**src/rtl/lgh_pkg.sv**
```systemverilog
// Package for the level gate with hold: sizes, reset values, register
// indexes and event codes. No dependencies.
`timescale 1ns / 1ps
`default_nettype none

package lgh_pkg;

  localparam int MAX_CHUNK_SAMPLES = 65536;
  localparam int SAMPLE_W = 16;
  localparam int TIME_W = 32;
  localparam int MEAN_W = 16;
  localparam int EVT_W = 2;
  localparam int CNT_W = $clog2(MAX_CHUNK_SAMPLES + 1);
  localparam int SUM_W = $clog2(longint'(MAX_CHUNK_SAMPLES) * 32768 + 1);
  localparam int DIV_STEPS = MEAN_W;
  localparam int STEP_W = $clog2(DIV_STEPS);

  localparam int APB_AW = 4;
  localparam int APB_DW = 32;
  localparam logic [1:0] REG_THRESHOLD = 2'd0;
  localparam logic [1:0] REG_HOLD = 2'd1;
  localparam logic [1:0] REG_ENABLE = 2'd2;

  localparam logic [15:0] THRESHOLD_RESET = 16'd1024;
  localparam logic [15:0] HOLD_RESET = 16'd500;
  localparam logic [TIME_W-1:0] SILENT_RESET = 32'd2000;

  localparam logic [EVT_W-1:0] EVT_NONE = 2'd0;
  localparam logic [EVT_W-1:0] EVT_MUTE = 2'd1;
  localparam logic [EVT_W-1:0] EVT_UNMUTE = 2'd2;

endpackage

`default_nettype wire

```
**src/rtl/level_gate_with_hold.sv**
```systemverilog
// Level gate with hold: top level, accumulator, bit-serial divider, gate logic
// and APB register file. Depends on lgh_pkg.
//
// Usage: samples arrive on the s_axis channel, one transfer per sample;
// s_axis_tlast marks the last sample of a chunk and now_ms is read only then.
// Each non-final sample is added to the sum and produces nothing. The final
// sample starts a restoring divider that yields one quotient bit per cycle;
// the final state then updates the gate state and loads the result register,
// which drives m_axis, once that register is free. Throughput: one sample per
// cycle inside a chunk; s_axis is held off while the serial divider and final
// state finish a chunk. Input is accepted while a finished result waits; a
// stalled receiver holds the next chunk only at its divider output.
// Reset (synchronous, rst high) clears sum and count, turns attenuation off,
// sets silence time to 2000 ms and loads register defaults.
// Registers (APB, byte address 4*i): 0 level_threshold, 1 hold_ms,
// 2 target_enabled. pready is always high.
`timescale 1ns / 1ps
`default_nettype none

module level_gate_with_hold (
  input  wire logic                      clk,
  input  wire logic                      rst,
  input  wire logic                      s_axis_tvalid,
  output logic                           s_axis_tready,
  // [15:0] sample, [47:16] now_ms
  input  wire logic [47:0]               s_axis_tdata,
  // chunk_end
  input  wire logic                      s_axis_tlast,
  output logic                           m_axis_tvalid,
  input  wire logic                      m_axis_tready,
  // [15:0] mean_level, [16] attenuating, [18:17] mute_event, [23:19] zero
  output logic [23:0]                    m_axis_tdata,
  input  wire logic                      psel,
  input  wire logic                      penable,
  input  wire logic                      pwrite,
  input  wire logic [lgh_pkg::APB_AW-1:0] paddr,
  input  wire logic [lgh_pkg::APB_DW-1:0] pwdata,
  output logic [lgh_pkg::APB_DW-1:0]     prdata,
  output logic                           pready
);

  localparam logic [1:0] ST_IDLE = 2'd0;
  localparam logic [1:0] ST_DIV = 2'd1;
  localparam logic [1:0] ST_FIN = 2'd2;

  localparam int CW = lgh_pkg::CNT_W;
  localparam int QW = lgh_pkg::MEAN_W;
  localparam int TW = lgh_pkg::TIME_W;

  logic [1:0] state;
  logic [15:0] level_threshold;
  logic [15:0] hold_ms;
  logic target_enabled;

  logic [lgh_pkg::SUM_W-1:0] abs_sum;
  logic [CW-1:0] sample_count;
  logic attenuate_flag;
  logic [TW-1:0] silent_ms;
  logic [TW-1:0] last_time_ms;
  logic [TW-1:0] elapsed;

  logic [CW-1:0] rem;
  logic [CW-1:0] divisor;
  logic [QW-1:0] dq;
  logic [lgh_pkg::STEP_W-1:0] step;

  logic [QW-1:0] out_mean;
  logic out_att;
  logic [lgh_pkg::EVT_W-1:0] out_evt;
  logic out_valid;

  logic in_xfer;
  logic wr_xfer;
  logic [15:0] sample;
  logic [TW-1:0] now_ms;
  logic [15:0] mag;
  logic room;
  logic [lgh_pkg::SUM_W-1:0] sum_next;
  logic [CW-1:0] count_next;
  logic [CW:0] shifted;
  logic [CW+1:0] diff;
  logic [TW:0] silent_sum;
  logic out_free;
  logic above;
  logic att_next;
  logic [lgh_pkg::EVT_W-1:0] evt_next;
  logic [TW-1:0] silent_next;

  assign pready = 1'b1;
  assign in_xfer = s_axis_tvalid && s_axis_tready;
  assign wr_xfer = psel && penable && pwrite && pready;
  assign s_axis_tready = (state == ST_IDLE);
  assign sample = s_axis_tdata[15:0];
  assign now_ms = s_axis_tdata[47:16];

  // |-32768| wraps to 0x8000, read as 32768 unsigned
  assign mag = sample[15] ? (~sample + 16'd1) : sample;
  assign room = (sample_count < CW'(lgh_pkg::MAX_CHUNK_SAMPLES));
  assign sum_next = room ? (abs_sum + lgh_pkg::SUM_W'(mag)) : abs_sum;
  assign count_next = room ? (sample_count + CW'(1)) : sample_count;

  assign shifted = {rem, dq[QW-1]};
  assign diff = {1'b0, shifted} - {2'b00, divisor};

  assign silent_sum = {1'b0, silent_ms} + {1'b0, elapsed};
  assign out_free = !out_valid || m_axis_tready;
  assign above = (dq > level_threshold);

  always_comb begin
    att_next = attenuate_flag;
    evt_next = lgh_pkg::EVT_NONE;
    silent_next = silent_ms;
    if (above) begin
      if (!attenuate_flag) begin
        att_next = 1'b1;
        if (target_enabled) begin
          evt_next = lgh_pkg::EVT_MUTE;
        end
      end
      silent_next = '0;
    end else begin
      if ((silent_ms >= TW'(hold_ms)) && attenuate_flag) begin
        att_next = 1'b0;
        if (target_enabled) begin
          evt_next = lgh_pkg::EVT_UNMUTE;
        end
      end
      silent_next = silent_sum[TW] ? '1 : silent_sum[TW-1:0];
    end
  end

  always_ff @(posedge clk) begin
    if (rst) begin
      state <= ST_IDLE;
      abs_sum <= '0;
      sample_count <= '0;
      attenuate_flag <= 1'b0;
      silent_ms <= lgh_pkg::SILENT_RESET;
      last_time_ms <= '0;
      out_valid <= 1'b0;
      step <= '0;
    end else begin
      if (out_valid && m_axis_tready && (state != ST_FIN)) begin
        out_valid <= 1'b0;
      end
      case (state)
        ST_IDLE: begin
          if (in_xfer) begin
            if (s_axis_tlast) begin
              abs_sum <= '0;
              sample_count <= '0;
              rem <= CW'(sum_next >> QW);
              dq <= sum_next[QW-1:0];
              divisor <= count_next;
              elapsed <= now_ms - last_time_ms;
              last_time_ms <= now_ms;
              step <= '0;
              state <= ST_DIV;
            end else begin
              abs_sum <= sum_next;
              sample_count <= count_next;
            end
          end
        end
        ST_DIV: begin
          if (diff[CW+1]) begin
            rem <= shifted[CW-1:0];
            dq <= {dq[QW-2:0], 1'b0};
          end else begin
            rem <= diff[CW-1:0];
            dq <= {dq[QW-2:0], 1'b1};
          end
          step <= step + lgh_pkg::STEP_W'(1);
          if (step == lgh_pkg::STEP_W'(lgh_pkg::DIV_STEPS - 1)) begin
            state <= ST_FIN;
          end
        end
        ST_FIN: begin
          if (out_free) begin
            attenuate_flag <= att_next;
            silent_ms <= silent_next;
            out_mean <= dq;
            out_att <= att_next;
            out_evt <= evt_next;
            out_valid <= 1'b1;
            state <= ST_IDLE;
          end
        end
        default: begin
          state <= ST_IDLE;
        end
      endcase
    end
  end

  // register file
  always_ff @(posedge clk) begin
    if (rst) begin
      level_threshold <= lgh_pkg::THRESHOLD_RESET;
      hold_ms <= lgh_pkg::HOLD_RESET;
      target_enabled <= 1'b1;
    end else if (wr_xfer) begin
      case (paddr[3:2])
        lgh_pkg::REG_THRESHOLD: level_threshold <= pwdata[15:0];
        lgh_pkg::REG_HOLD: hold_ms <= pwdata[15:0];
        lgh_pkg::REG_ENABLE: target_enabled <= pwdata[0];
        default: ;
      endcase
    end
  end

  always_comb begin
    case (paddr[3:2])
      lgh_pkg::REG_THRESHOLD: prdata = {16'd0, level_threshold};
      lgh_pkg::REG_HOLD: prdata = {16'd0, hold_ms};
      lgh_pkg::REG_ENABLE: prdata = {31'd0, target_enabled};
      default: prdata = '0;
    endcase
  end

  assign m_axis_tvalid = out_valid;
  assign m_axis_tdata = {5'd0, out_evt, out_att, out_mean};

  a_chunk_starts_div: assert property (@(posedge clk) disable iff (rst)
    (in_xfer && s_axis_tlast) |=> (state == ST_DIV))
    else $error("chunk end did not start the divider");

  a_div_ends: assert property (@(posedge clk) disable iff (rst)
    (state == ST_DIV && step == lgh_pkg::STEP_W'(lgh_pkg::DIV_STEPS - 1)) |=> (state == ST_FIN))
    else $error("divider did not finish after its last step");

  a_rem_below_divisor: assert property (@(posedge clk) disable iff (rst)
    (state == ST_DIV) |-> (rem < divisor))
    else $error("divider remainder not below divisor");

  a_count_bound: assert property (@(posedge clk) disable iff (rst)
    sample_count <= CW'(lgh_pkg::MAX_CHUNK_SAMPLES))
    else $error("sample count beyond chunk limit");

  a_event_matches_state: assert property (@(posedge clk) disable iff (rst)
    (out_valid && (out_evt == lgh_pkg::EVT_MUTE)) |-> out_att)
    else $error("mute event without attenuation");

endmodule

`default_nettype wire

```
**config.mk**
```make
export PLATFORM = sky130hd
export DESIGN_NAME = level_gate_with_hold
export DESIGN_NICKNAME = d
export VERILOG_FILES = /design/src/rtl/lgh_pkg.sv /design/src/rtl/level_gate_with_hold.sv
export SDC_FILE = /design/constraint.sdc
export NUM_CORES = 1
export LEC_CHECK = 0
export ABC_CLOCK_PERIOD_IN_PS = 4870
export BUFFER_PORTS_ARGS = -buffer_cell sky130_fd_sc_hd__buf_4
export CAP_MARGIN = 0
export CORE_MARGIN = 2
export CORE_UTILIZATION = 29
export CTS_BUF_LIST = sky130_fd_sc_hd__clkbuf_2
export CTS_CLUSTER_SIZE = 25
export DETAILED_ROUTE_END_ITERATION = 7
export GPL_TIMING_DRIVEN = 0
export PLACE_DENSITY = 0.51
export SLEW_MARGIN = 20
export SYNTH_ARGS = -nofsm -noshare
export SYNTH_HDL_FRONTEND = slang
export SYNTH_SLANG_ARGS = --single-unit
```
**constraint.sdc**
```tcl
create_clock -name clk -period 4.87 [get_ports clk]
set_clock_uncertainty 0.2 [all_clocks]
set_input_delay 0.487 -clock clk [delete_from_list [all_inputs] [get_ports clk]]
set_output_delay 0.487 -clock clk [all_outputs]
set_load 0.05 [all_outputs]
```
### Word-level counts from Yosys, hierarchy flattened

Index checks and enable logic that the tools add are counted.

* equality and inequality tests: 10
* $lt $le $gt $ge: 3
* shift operators: 0
* multiplexer cells: 34
* $add $sub $neg: 7
* reduce and logical (&&, ||, !) cells: 22
* $mul: 0
* divide/modulo/power cells: 0
* bitwise operators: 2

Operators by type and width (number)
* two-way mux 32 bit: 4
* two-way mux 17 bit: 5
* two-way mux 16 bit: 3
* case mux 16 bit (3 select lines): 1
* case mux 17 bit (2 select lines): 1
* adder 32 x 32 -> 33 bit: 1
* adder 32 x 16 -> 32 bit: 1
* greater-or-equal comparator 32 x 16 -> 1 bit: 1
* case mux 16 bit (2 select lines): 1
* subtractor 32 bit: 1
* subtractor 18 x 17 -> 19 bit: 1
* adder 17 x 1 -> 17 bit, second input constant: 1
* < comparator 17 bit, second input constant: 1
* adder 16 x 1 -> 16 bit, second input constant: 1
* greater-than comparator 16 bit: 1
* inverter 16 bit: 1
* two-way mux 2 bit: 7
* AND reduction 4 bit: 3
* AND reduction 2 bit: 5
* AND reduction 3 bit: 3
* two-way mux 1 bit: 8
* two-way mux 4 bit: 2
* case mux 4 bit (2 select lines): 1
* logical AND 1 bit: 6
* other kinds (12): 18

* logic and storage cells: 96
* ROM bits: 0
* input port bits: 92
* memory bits (writable): 0
* memories: 0
* output and inout port bits: 59
* bits in registers: 255
* bits in latches: 0

### Depth between registers and ports, before layout

* depth after elaboration: 8
* mapped depth: 16
* depth with buffers taken out: 16

### Worst setup path after synthesis

No wires, ideal clock.

* path kind: register to register
* start: register state[1]
* end: register divisor[0], enable pin
* arrival time: 3.427 ns
* setup time: 0.433 ns
* required time: 4.237 ns
* path buffers: 2
* path slack: 0.810 ns
* cell stages (with the launch flop): 7
* period minus slack after synthesis: 4.060 ns
* cell sequence: dfxtp_1 nor2_1 and2_1 clkbuf_1 nand2_1 nor2_1 clkbuf_1

* longest elaborated chain between the ends: 3

Ends and longest elaborated chain
* from (decl): line level_gate_with_hold.sv:50 `logic [1:0] state;`
* from (signal assigned): line level_gate_with_hold.sv:134 `state <= ST_IDLE;`
* from (signal assigned): line level_gate_with_hold.sv:158 `state <= ST_DIV;`
* from (signal assigned): line level_gate_with_hold.sv:175 `state <= ST_FIN;`
* logical NOT 2 bit *: line level_gate_with_hold.sv:92 `assign s_axis_tready = (state == ST_IDLE);`
* named net s_axis_tready: line level_gate_with_hold.sv:24 `output logic s_axis_tready,`
* logical AND 1 bit: line level_gate_with_hold.sv:90 `assign in_xfer = s_axis_tvalid && s_axis_tready;`
* AND reduction 4 bit (no source line) *
* to (signal assigned): line level_gate_with_hold.sv:154 `divisor <= count_next;`
* to (decl): line level_gate_with_hold.sv:63 `logic [CW-1:0] divisor;`

Mark *: on every way through the listed nets, which the timed path passes. The rest lies on a longest branch.
A chain may end at the register's enable or synchronous reset.

### Worst setup path after layout

* start: input port s_axis_tdata[7]
* end: register rem[12], data pin

* longest elaborated chain between the ends: 8

Ends and longest elaborated chain
* from (decl): line level_gate_with_hold.sv:26 `input wire logic [47:0] s_axis_tdata,`
* inverter 16 bit: line level_gate_with_hold.sv:97 `assign mag = sample[15] ? (~sample + 16'd1) : sample;`
* adder 16 x 1 -> 16 bit: line level_gate_with_hold.sv:97
* two-way mux 16 bit *: line level_gate_with_hold.sv:97
* adder 32 x 16 -> 32 bit *: line level_gate_with_hold.sv:99 `assign sum_next = room ? (abs_sum + lgh_pkg::SUM_W'(mag)) : abs_sum;`
* two-way mux 32 bit *: line level_gate_with_hold.sv:99
* two-way mux 17 bit *: line level_gate_with_hold.sv:149 `if (s_axis_tlast) begin`
* two-way mux 17 bit *: line level_gate_with_hold.sv:148 `if (in_xfer) begin`
* case mux 17 bit (2 select lines) *: line level_gate_with_hold.sv:146 `case (state)`
* to (signal assigned): line level_gate_with_hold.sv:152 `rem <= CW'(sum_next >> QW);`
* to (signal assigned): line level_gate_with_hold.sv:167 `rem <= shifted[CW-1:0];`
* to (signal assigned): line level_gate_with_hold.sv:170 `rem <= diff[CW-1:0];`
* to (decl): line level_gate_with_hold.sv:62 `logic [CW-1:0] rem;`

Mark *: on every way between the ends. The rest lies on a longest branch, timed or not. The select of a mux whose other input is x is not followed.

==> run metrics <==
Max IR drop VDD 102 uV; Lkg Pwr between 8 and 9 nW; Synth Area in Compound Gates 0.220; Die X 240 um; final WL 48.6 mm; Ys Warns 0; XOR/XNOR Fraction of Synth Area 0.0611; DRT antenna net count 0; CP max stage delay 540 ps; pwr dens 252 nW/um2; All-Layer GR Usage 0.169; commonest non-fill, non-tap cell in the layout nand2_1; Port Buf Inserts 108; Min-Delay Path Class in -> reg; smallest setup slack after layout 764 ps; hold path start s_axis_tdata[4]; largest net degree at the start of global routing 52; layout cells sized above 1 0.130; Synth Area in Adders 0.108; Fin. Hold Viols 0; critical-path cell list dlygate4sd3_1 -> buf_4 -> or4_1 -> or3_1 -> o31ai_1 -> xnor2_1 -> ha_1 -> a2111oi_0 -> a31oi_1 -> a221o_1 -> buf_2 -> and3_1 -> xnor2_1 -> mux2i_1; Worst EP arrival 4620 ps; Slew HR 0.365; post-CTS setup repair buffer count 0; Crit path required time about 5400 ps; Final Max Slew Viols 0; Period minus WS final 4110 ps; r2r endpoint rem[6]; Hold Path Depth 7; worst slew pin tran 948 ps; Synth Area in Simple Gates 0.154; via density per instance 4.93; CTS tree yes; Worst Setup End Kind flip-flop; IO Count approximately 150; max cap viols 0; Longest Clk Path Bufs 3; root cell of the clock tree clkbuf_2; top achievable clock speed 0.244 GHz; clk_lat worst skew 1020 ps; Most common cell on crit path xnor2_1; Worst-path clk slew 100 ps; Total Power between 0.005 and 0.006 W; Crit Path Class in -> reg; Worst Setup Start Kind input port; DP Worst Slack 301 ps; FF-to-FF path depth 13; Final Net Count 2404; mapped cell area 16200 um2; HPWL Detailed 37.0 mm; placed inst area 18100 um2; Placer Congestion 0.864; Initial Util 0.294; FF-to-FF setup slack 940 ps; mux share of post-synthesis cell area 0.0236; EDFF count, synth 101; design area 20100 um2; Setup violations, final 0; asr flop ratio synth 0; Vias 14708; CTS Sinks 255; Hold EP abs_sum[4]; Die Y about 240 um; total grt overflow 0; Unique masters post-synth 82; Initial DRC Count 980; period utilization 0.843; die area 57800 um2; vias in the first global route 14505; status completed; row count 86; Mapped Cells 1838; post-synthesis sequential area ratio 0.377; Max Fanout on Critical Path 10; CTS Buf Count 73; Avg WL per Cell 16.3 um; most frequent cells in the layout nand2_1, dfxtp_1, a21oi_1, nor2_1; H-tree depth 3; initial antenna violation count 2; reg2reg start dq[15]; drt pass-1 iters 6; Core ar. approximately 55000 um2; ys flop type dfxtp_1; DRC 0; Layout area overhead 23.9%; first-pass GRT wire length between 70 and 80 mm; Worst path slowest cell dlygate4sd3_1; largest family of logic cells by synthesized area compound AO/OA/AOI/OAI gates; Synth Register Bits between 200 and 300; RSZ-0062 raised after global routing no; Syn Area/Cell about 8.8 um2
==> flip-flops by register name (all words and copies together) (netlist names) <==
| name | count |
|---|---|
| sample_count | 17 |
| attenuate_flag | 1 |
| hold_ms | 16 |
| m_axis_tvalid | 1 |
| rem | 17 |
| last_time_ms | 32 |
| step | 4 |
| out_att | 1 |
| elapsed | 32 |
| out_evt | 2 |
| level_threshold | 16 |
| out_mean | 16 |
| abs_sum | 32 |
| silent_ms | 32 |
| divisor | 17 |
| state | 2 |
| dq | 16 |
| target_enabled | 1 |
==> final cells by class <==
| cell class | instances | area, um2 |
|---|---|---|
| Tap cell | 748 | 936 |
| Clock buffer | 110 | 551 |
| Fill cell | 5701 | 35100 |
| Sequential cell | 255 | 6120 |
| Timing Repair Buffer | 242 | 2170 |
| Multi-Input combinational cell | 1387 | 9270 |
| Clock inverter | 24 | 131 |
| Inverter | 118 | 443 |
| Buffer | 98 | 463 |
| Antenna cell | 1 | 2.50 |
==> cells in the mapped netlist, drive strengths merged, types with 8 or more instances <==
library cell	instances	share of area
nand2	174	0.040
dfxtp	154	0.19
a21oi	147	0.046
nor2	147	0.034
ha	133	0.10
o21ai	129	0.041
inv	118	0.027
edfxtp	101	0.19
xnor2	79	0.043
clkbuf	68	0.016
a21o	48	0.022
nand3	43	0.013
mux2i	36	0.022
xor2	34	0.018
a22o	32	0.017
o211ai	32	0.016
buf	30	0.013
a22oi	27	0.013
a31oi	27	0.012
or3	27	0.010
nor3	25	0.0077
and3	20	0.0077
nand2b	20	0.0077
nor2b	20	0.0079
nand4	19	0.0073
o21a	17	0.0079
a211oi	12	0.0063
o21bai	12	0.0056
and2	9	0.0035
nor4	8	0.0035
==> layer usage <==
metal | up-vias | routed length [um] | GRT usage
li1 | 7331 | - | -
met1 | 6888 | 22100 | 0.219
met2 | 389 | 22600 | 0.280
met3 | 100 | 2440 | 0.0285
met4 | 0 | 1450 | 0.0695
met5 | - | 0 | 0
==> cell families after synthesis <==
logic type               Yosys count
multiplexers                      38
AO/OA/AOI/OAI                    543
flip-flops                       255
adder cells (fa/ha/maj)          137
buffers and inverters            216
AND/OR/NAND/NOR                  534
XOR/XNOR                         113
other                              2
==> power by group <==
group          internal [W]  switching [W]  leakage (nW)
clock network      0.000661        0.00101         0.520
logic              0.000437       0.000591          5.45
registers           0.00230      0.0000480          2.20
total               0.00340        0.00165          8.17
==> through the flow <==
stage / hold slack [ps] / util / instances / TNS, ps
after global placement: 256 / 0.327 / 2714 / -63440
final: 122 / 0.364 / 2983 / 0
after global routing: 80.1 / 0.364 / 2983 / 0
after detailed placement: 254 / 0.328 / 2719 / 0
after CTS: 0.151 / 0.364 / 2982 / 0
after floorplan: 239 / - / 1858 / 0
==> worst max-delay path: cells and delay by family <==
kind	cells	cell delay [ps]
multiplexers	1	100
AO/OA/AOI/OAI	4	1340
buffers and inverters	3	940
XOR/XNOR	2	380
adder cells (fa/ha/maj)	1	250
AND/OR/NAND/NOR	3	1130
==> worst max path at each step <==
stage | from | end | cells after the start
after floorplan | state[1] | divisor[0] | 6
after global placement | rst | dq[1] | 3
after detailed placement | s_axis_tdata[9] | rem[12] | 13
after CTS | s_axis_tdata[7] | rem[12] | 14
after global routing | s_axis_tdata[3] | rem[12] | 18
final | s_axis_tdata[7] | rem[12] | 14
==> timing repair <==
| item | in CTS | in global routing |
|---|---|---|
| hold endpoints to repair | 132 | 0 |
| hold buffers | 129 | 0 |
| resized for setup | 0 | 0 |
Note: power is estimated with default switching activity, not from simulation.
